==> src/rtl/core/lkv_pkg.sv <==
`timescale 1ns / 1ps

package lkv_pkg;

    localparam int ENTRIES    = 8;
    localparam int KEY_BITS   = 16;
    localparam int VALUE_BITS = 32;

    localparam int IDX_W = $clog2(ENTRIES);
    localparam int AGE_W = $clog2(ENTRIES);
    localparam int CNT_W = $clog2(ENTRIES + 1);
    localparam int CAP_W = 4;

    localparam logic [CAP_W-1:0] CAP_RESET = CAP_W'(8);

    typedef enum logic [0:0] {
        CMD_PUT = 1'b0,
        CMD_GET = 1'b1
    } cmd_t;

    typedef struct packed {
        cmd_t                  command;
        logic [KEY_BITS-1:0]   key;
        logic [VALUE_BITS-1:0] value;
    } req_t;

    typedef struct packed {
        logic                  found;
        logic [VALUE_BITS-1:0] read_value;
    } rsp_t;

endpackage

==> src/rtl/core/lkv_store.sv <==
`timescale 1ns / 1ps

module lkv_store
    import lkv_pkg::*;
(
    input  logic             clk,
    input  logic             rst_n,
    input  logic             go,
    input  req_t             req,
    input  logic [CAP_W-1:0] capacity,
    output rsp_t             rsp
);

    logic                  valid_reg [ENTRIES];
    logic                  valid_next[ENTRIES];
    logic [KEY_BITS-1:0]   key_reg   [ENTRIES];
    logic [KEY_BITS-1:0]   key_next  [ENTRIES];
    logic [VALUE_BITS-1:0] data_reg  [ENTRIES];
    logic [VALUE_BITS-1:0] data_next [ENTRIES];
    logic [AGE_W-1:0]      age_reg   [ENTRIES];
    logic [AGE_W-1:0]      age_next  [ENTRIES];
    logic [CNT_W-1:0]      fill_reg;
    logic [CNT_W-1:0]      fill_next;

    logic [CNT_W-1:0] eff_cap;
    logic [AGE_W-1:0] last_age;
    logic [ENTRIES-1:0] match;
    logic             hit;
    logic [IDX_W-1:0] hit_idx;
    logic [IDX_W-1:0] old_idx;
    logic [IDX_W-1:0] free_idx;
    logic             have_free;
    logic             full;

    always_comb
    begin
        if (capacity == '0)
            eff_cap = CNT_W'(1);
        else if (int'(capacity) > ENTRIES)
            eff_cap = CNT_W'(ENTRIES);
        else
            eff_cap = CNT_W'(capacity);
    end

    // valid entries hold distinct ranks 0 .. fill-1, so the oldest has rank fill-1
    assign last_age = AGE_W'(fill_reg - CNT_W'(1));
    assign full     = (fill_reg >= eff_cap);
    assign hit      = |match;

    always_comb
    begin
        hit_idx   = '0;
        old_idx   = '0;
        free_idx  = '0;
        have_free = 1'b0;
        for (int i = ENTRIES - 1; i >= 0; i--)
        begin
            match[i] = valid_reg[i] && (key_reg[i] == req.key);
            if (match[i])
                hit_idx = IDX_W'(i);
            if (valid_reg[i] && (age_reg[i] == last_age))
                old_idx = IDX_W'(i);
            if (!valid_reg[i])
            begin
                free_idx  = IDX_W'(i);
                have_free = 1'b1;
            end
        end
    end

    always_comb
    begin
        for (int i = 0; i < ENTRIES; i++)
        begin
            valid_next[i] = valid_reg[i];
            key_next[i]   = key_reg[i];
            data_next[i]  = data_reg[i];
            age_next[i]   = age_reg[i];
        end
        fill_next      = fill_reg;
        rsp.found      = 1'b1;
        rsp.read_value = '0;

        if (go)
        begin
            case (req.command)
                CMD_GET:
                begin
                    rsp.found = hit;
                    if (hit)
                    begin
                        rsp.read_value = data_reg[hit_idx];
                        for (int i = 0; i < ENTRIES; i++)
                            if (valid_reg[i] && (age_reg[i] < age_reg[hit_idx]))
                                age_next[i] = age_reg[i] + AGE_W'(1);
                        age_next[hit_idx] = '0;
                    end
                end
                CMD_PUT:
                begin
                    if (hit)
                    begin
                        data_next[hit_idx] = req.value;
                        for (int i = 0; i < ENTRIES; i++)
                            if (valid_reg[i] && (age_reg[i] < age_reg[hit_idx]))
                                age_next[i] = age_reg[i] + AGE_W'(1);
                        age_next[hit_idx] = '0;
                        // capacity was lowered: drop the oldest after the touch
                        if (fill_reg > eff_cap)
                        begin
                            for (int i = 0; i < ENTRIES; i++)
                                if (valid_reg[i] && (age_next[i] == last_age)
                                    && (IDX_W'(i) != hit_idx))
                                    valid_next[i] = 1'b0;
                            fill_next = fill_reg - CNT_W'(1);
                        end
                    end
                    else if (full)
                    begin
                        key_next[old_idx]  = req.key;
                        data_next[old_idx] = req.value;
                        for (int i = 0; i < ENTRIES; i++)
                            if (valid_reg[i] && (age_reg[i] < age_reg[old_idx]))
                                age_next[i] = age_reg[i] + AGE_W'(1);
                        age_next[old_idx] = '0;
                    end
                    else if (have_free)
                    begin
                        for (int i = 0; i < ENTRIES; i++)
                            if (valid_reg[i])
                                age_next[i] = age_reg[i] + AGE_W'(1);
                        valid_next[free_idx] = 1'b1;
                        key_next[free_idx]   = req.key;
                        data_next[free_idx]  = req.value;
                        age_next[free_idx]   = '0;
                        fill_next            = fill_reg + CNT_W'(1);
                    end
                end
                default:
                begin
                    rsp.found = 1'b0;
                end
            endcase
        end
    end

    always_ff @(posedge clk or negedge rst_n)
    begin
        if (!rst_n)
        begin
            for (int i = 0; i < ENTRIES; i++)
                valid_reg[i] <= 1'b0;
            fill_reg <= '0;
        end
        else
        begin
            for (int i = 0; i < ENTRIES; i++)
                valid_reg[i] <= valid_next[i];
            fill_reg <= fill_next;
        end
    end

    always_ff @(posedge clk)
    begin
        for (int i = 0; i < ENTRIES; i++)
        begin
            key_reg[i]  <= key_next[i];
            data_reg[i] <= data_next[i];
            age_reg[i]  <= age_next[i];
        end
    end

endmodule

==> src/rtl/core/lru_key_value_cache.sv <==
`timescale 1ns / 1ps

// LRU key/value cache, fully associative, parallel key compare over all entries.
// Handshake: start -> go_reg -> done_reg; done is high for one cycle per word.
// Throughput: one word per cycle; busy is never raised, the receiver cannot stall.
// Reset (rst_n, async low): all entries invalid, fill count zero, capacity 8.

module lru_key_value_cache
    import lkv_pkg::*;
(
    input  logic             clk,
    input  logic             rst_n,
    input  logic             start,
    output logic             busy,
    input  req_t             req,
    output logic             done,
    output rsp_t             rsp,
    input  logic             cfg_we,
    input  logic [CAP_W-1:0] cfg_wdata
);

    logic             go_reg;
    req_t             req_reg;
    logic             done_reg;
    rsp_t             rsp_reg;
    rsp_t             rsp_next;
    logic [CAP_W-1:0] cap_reg;

    assign busy = 1'b0;
    assign done = done_reg;
    assign rsp  = rsp_reg;

    always_ff @(posedge clk or negedge rst_n)
    begin
        if (!rst_n)
        begin
            go_reg   <= 1'b0;
            done_reg <= 1'b0;
            cap_reg  <= CAP_RESET;
        end
        else
        begin
            go_reg   <= start && !busy;
            done_reg <= go_reg;
            if (cfg_we)
                cap_reg <= cfg_wdata;
        end
    end

    always_ff @(posedge clk)
    begin
        if (start && !busy)
            req_reg <= req;
        if (go_reg)
            rsp_reg <= rsp_next;
    end

    lkv_store u_store (
        .clk      (clk),
        .rst_n    (rst_n),
        .go       (go_reg),
        .req      (req_reg),
        .capacity (cap_reg),
        .rsp      (rsp_next)
    );

    a_done_follows: assert property (@(posedge clk) disable iff (!rst_n)
        go_reg |=> done_reg)
        else $error("accepted word produced no result");

    a_put_result: assert property (@(posedge clk) disable iff (!rst_n)
        (go_reg && (req_reg.command == CMD_PUT)) |=> (rsp.found && (rsp.read_value == '0)))
        else $error("put result must be found with zero data");

    a_miss_zero: assert property (@(posedge clk) disable iff (!rst_n)
        (done_reg && !rsp.found) |-> (rsp.read_value == '0))
        else $error("miss returned nonzero data");

endmodule

==> config.mk <==
export PLATFORM = sky130hd
export DESIGN_NAME = lru_key_value_cache
export DESIGN_NICKNAME = d
export VERILOG_FILES = /design/src/rtl/core/lkv_pkg.sv /design/src/rtl/core/lkv_store.sv /design/src/rtl/core/lru_key_value_cache.sv
export SDC_FILE = /design/constraint.sdc
export NUM_CORES = 1
export LEC_CHECK = 0
export BUFFER_PORTS_ARGS = -buffer_cell sky130_fd_sc_hd__clkbuf_2
export CAP_MARGIN = 25
export CORE_UTILIZATION = 25
export CTS_BUF_LIST = sky130_fd_sc_hd__clkbuf_4 sky130_fd_sc_hd__clkbuf_8
export CTS_CLUSTER_SIZE = 12
export DETAILED_ROUTE_END_ITERATION = 10
export PLACE_DENSITY = 0.48
export SYNTH_ARGS = -nofsm -noshare
export SYNTH_HDL_FRONTEND = slang
export SYNTH_SLANG_ARGS = --single-unit
==> constraint.sdc <==
create_clock -name clk -period 17.8 [get_ports clk]
set_clock_uncertainty 0.1 [all_clocks]
set_input_delay 1.78 -clock clk [delete_from_list [all_inputs] [get_ports clk]]
set_output_delay 1.78 -clock clk [all_outputs]
set_load 0.01 [all_outputs]
==> results.json <==
{
  "nFillCells": 10800,
  "yosysTopAreaCell": "edfxtp_1",
  "totalWireLength_um": 83800,
  "power.leakage_nw": 11.0,
  "critPathMaxFanout": 22,
  "die_area_mm2": 0.109,
  "grt_pass1_vias": 19300,
  "grt_overflow": 0,
  "setup_viol": 0,
  "syn2layout_area_growth_pct": 15.5,
  "rsz0062_at_grt": "no",
  "crit_required_ns": 18.15,
  "rows": 119,
  "power_density_mw_per_mm2": 174,
  "finalMaxSlewViolations": 0,
  "cts_sinks": 508,
  "finalCriticalPeriod_ns": 5.98,
  "grt_use_total_pct": 15.3,
  "design.core.area_mm2": 0.106,
  "fin_setup_tns_ns": 0,
  "firstDrtPassIters": 7,
  "place_ws_ns": 11.99,
  "startpoint": "u_store.fill_reg[0]$_DFFE_PN0P_",
  "drc": 0,
  "tritoncts": "yes",
  "path_delay_family": "compound AO/OA/AOI/OAI gates",
  "start_util_pct": 25.4,
  "fin_crit_sh_pct": 33.6,
  "grt_start_max_net_pins": 70,
  "worstMarginPinSlew_ns": 1.06,
  "clock_latency_ns": 0.74,
  "path_buf_inv": 3,
  "synthCells": 2308,
  "post_cts_resized": 0,
  "syn_nets": 2403,
  "cpMostUsedCell": "nand2_1",
  "numPortBuffers": 90,
  "drt_iter0_drc": 1560,
  "reg2reg_from": "u_store.fill_reg[0]$_DFFE_PN0P_",
  "io_pins": 92,
  "synth_warnings": 0,
  "nets": 2498,
  "wl_per_cell_um": 21.7,
  "path_clk_slew_ns": 0.08,
  "synthArstFlopShare_pct": 3.54,
  "status": "complete, no violations",
  "max_freq_mhz": 167,
  "dp_hpwl_um": 52400,
  "largest_reg_flops": 256,
  "die_h_um": 330,
  "postSynthAreaPerCell_um2": 11.6,
  "hold_class": "flop to flop",
  "worstSetupPathType": "flop to flop",
  "hold_buffers": 0,
  "worstHoldStart": "u_store.fill_reg[3]$_DFFE_PN0P_",
  "synthTopCellsByArea": "edfxtp_1, and2_1, nor2b_1, xnor2_1, mux2i_1",
  "via_per_inst": 4.88,
  "vdd_drop_max_mv": 0.103,
  "cts_buffers": 91,
  "yosysTopAreaCellShare_pct": 54.8,
  "grt_pass1_wl_um": 124000,
  "critPathLaunchType": "flop",
  "ys.flop_type": "edfxtp_1",
  "setup_ws_ns": 11.82,
  "vias": 18900,
  "synthDistinctLibCells": 100,
  "synth_edf_count": 490,
  "timing.final.hold_violations": 0,
  "antenna_violating_nets_post_route": 0,
  "max_stage_delay_ns": 0.65,
  "drive_above_1_share_pct": 15.3,
  "path_cells": "buf_4 -> inv_1 -> ha_1 -> buf_16 -> xor2_1 -> nand4_1 -> a21boi_0 -> o21ai_0 -> o2bb2ai_1 -> nand2_1 -> nand2_1 -> o22ai_1 -> a21oi_1 -> nand2_1 -> ha_1 -> o41ai_1 -> o21ai_0 -> o21ai_1 -> a21oi_1 -> a211o_1 -> o21a_1",
  "cts_max_level": 3,
  "syn-cell-area_mm2": 0.0269,
  "max_slew_margin_pct": 29.0,
  "crit_path_top_delay_cell": "ha_1",
  "synth_common_cells": "edfxtp_1, and2_1, nor2b_1, xnor2_1, clkbuf_1",
  "yosys.cell_count.top_type": "edfxtp_1",
  "gp_routability_congestion": 0.908,
  "cp-end-kind": "flop",
  "maxCapViolations": 0,
  "cp.arrival_ns": 6.33,
  "post-cts-setup-buffers": 0,
  "antenna_found_initial": 5,
  "cts.path.max_buffers": 3,
  "cts-root-buf": "clkbuf_8",
  "seq_area_frac_synth_pct": 56.5,
  "dieWidth_um": 330,
  "synth-seq-cells": 508
}
[power breakdown]
| group | internal [mW] | switching, mW | total, mW |
|---|---|---|---|
| Sequential | 1.71 | 0.149 | 1.86 |
| Combinational | 0.863 | 1.53 | 2.40 |
| Clock | 0.636 | 0.512 | 1.15 |
[worst paths after layout]
| kind | depth (start not counted) | end | slack [ns] |
|---|---|---|---|
| max in group asynchronous | 1 | go_reg$_DFF_PN0_ | 15.99 |
| setup / recovery | 21 | u_store.age_reg[3][2]$_DFFE_PP_ | 11.82 |
| hold / removal | 1 | u_store.fill_reg[3]$_DFFE_PN0P_ | 0.39 |
| min in group asynchronous | 1 | u_store.fill_reg[0]$_DFFE_PN0P_ | 1.02 |
| hold reg to reg | 1 | u_store.fill_reg[3]$_DFFE_PN0P_ | 0.39 |
| setup reg to reg | 21 | u_store.age_reg[3][2]$_DFFE_PP_ | 11.82 |
[layout by cell type, fill, tap and decap left out, drive strengths merged, types with 7 or more instances in the layout]
| master | instances |
|---|---|
| ha | 38 |
| and2 | 216 |
| nand4 | 52 |
| nand3 | 43 |
| nand2 | 110 |
| a211oi | 12 |
| clkbuf | 216 |
| nor2b | 193 |
| buf | 71 |
| nor4 | 11 |
| xnor2 | 129 |
| o21ai | 115 |
| nor2 | 99 |
| mux2i | 75 |
| or4 | 13 |
| xor2 | 43 |
| a21oi | 66 |
| or2 | 10 |
| or3 | 13 |
| a31oi | 22 |
| nor3 | 34 |
| dfrtp | 17 |
| edfxtp | 490 |
| inv | 40 |
| a22oi | 70 |
| nand2b | 19 |
| o211ai | 46 |
| o21a | 8 |
| a21o | 10 |
| o22ai | 24 |
| maj3 | 8 |
| and4 | 7 |
| clkinv | 30 |
[through the flow]
stage | utilization [%] | cells | hold WS (ns) | total power, mW | cell area, um^2
after floorplan | - | 2308 | 0.348 | 3.44 | 26900
after global placement | 27.4 | 3694 | 0.363 | 4.19 | 29000
after detailed placement | 27.5 | 3701 | 0.374 | 4.26 | 29100
after CTS | 29.3 | 3866 | 0.387 | 5.43 | 31000
after global routing | 29.3 | 3867 | 0.411 | 5.73 | 31000
final | 29.3 | 3867 | 0.387 | 5.40 | 31000
[metal layers]
metal | routed length (um) | global-route usage [%] | vias to the layer above
met5 | 0 | 0 | -
met4 | 2130 | 4.87 | 0
met3 | 4890 | 2.72 | 134
met2 | 37900 | 24.0 | 598
met1 | 38900 | 21.1 | 9424
li1 | - | - | 8717
[cells by family after synthesis]
kind of cell | after synthesis | synth area share, %
and+or+nand+nor | 849 | 17.9
AOI/OAI and AO/OA | 450 | 11.3
DFF | 508 | 56.5
xor gates and xnor gates | 178 | 6.11
other | 1 | 0.0140
buffers and inverters | 197 | 3.09
muxes | 79 | 2.98
adders and majority gates | 46 | 2.09
[worst register-to-register path, cell delays in order, from the launching register on]
cell	delay, ns
dfrtp_1	0.33
buf_4	0.39
inv_1	0.17
ha_1	0.65
buf_16	0.24
xor2_1	0.17
nand4_1	0.18
a21boi_0	0.20
o21ai_0	0.21
o2bb2ai_1	0.27
nand2_1	0.28
nand2_1	0.22
o22ai_1	0.12
a21oi_1	0.23
nand2_1	0.36
ha_1	0.36
o41ai_1	0.40
o21ai_0	0.16
o21ai_1	0.20
a21oi_1	0.10
a211o_1	0.28
o21a_1	0.10
[final cells by class]
| cell class | count | area [um^2] | area share (%) |
|---|---|---|---|
| Sequential cell | 508 | 15200 | 48.9 |
| Multi-Input combinational cell | 1603 | 11100 | 35.6 |
| Tap cell | 1391 | 1740 | 5.61 |
| Clock buffer | 127 | 1550 | 5.01 |
| Timing Repair Buffer | 160 | 1030 | 3.33 |
| Clock inverter | 38 | 314 | 1.01 |
| Inverter | 39 | 146 | 0.472 |
| Antenna cell | 1 | 2.50 | 0.00807 |
Note: power is estimated with default switching activity, not from simulation.
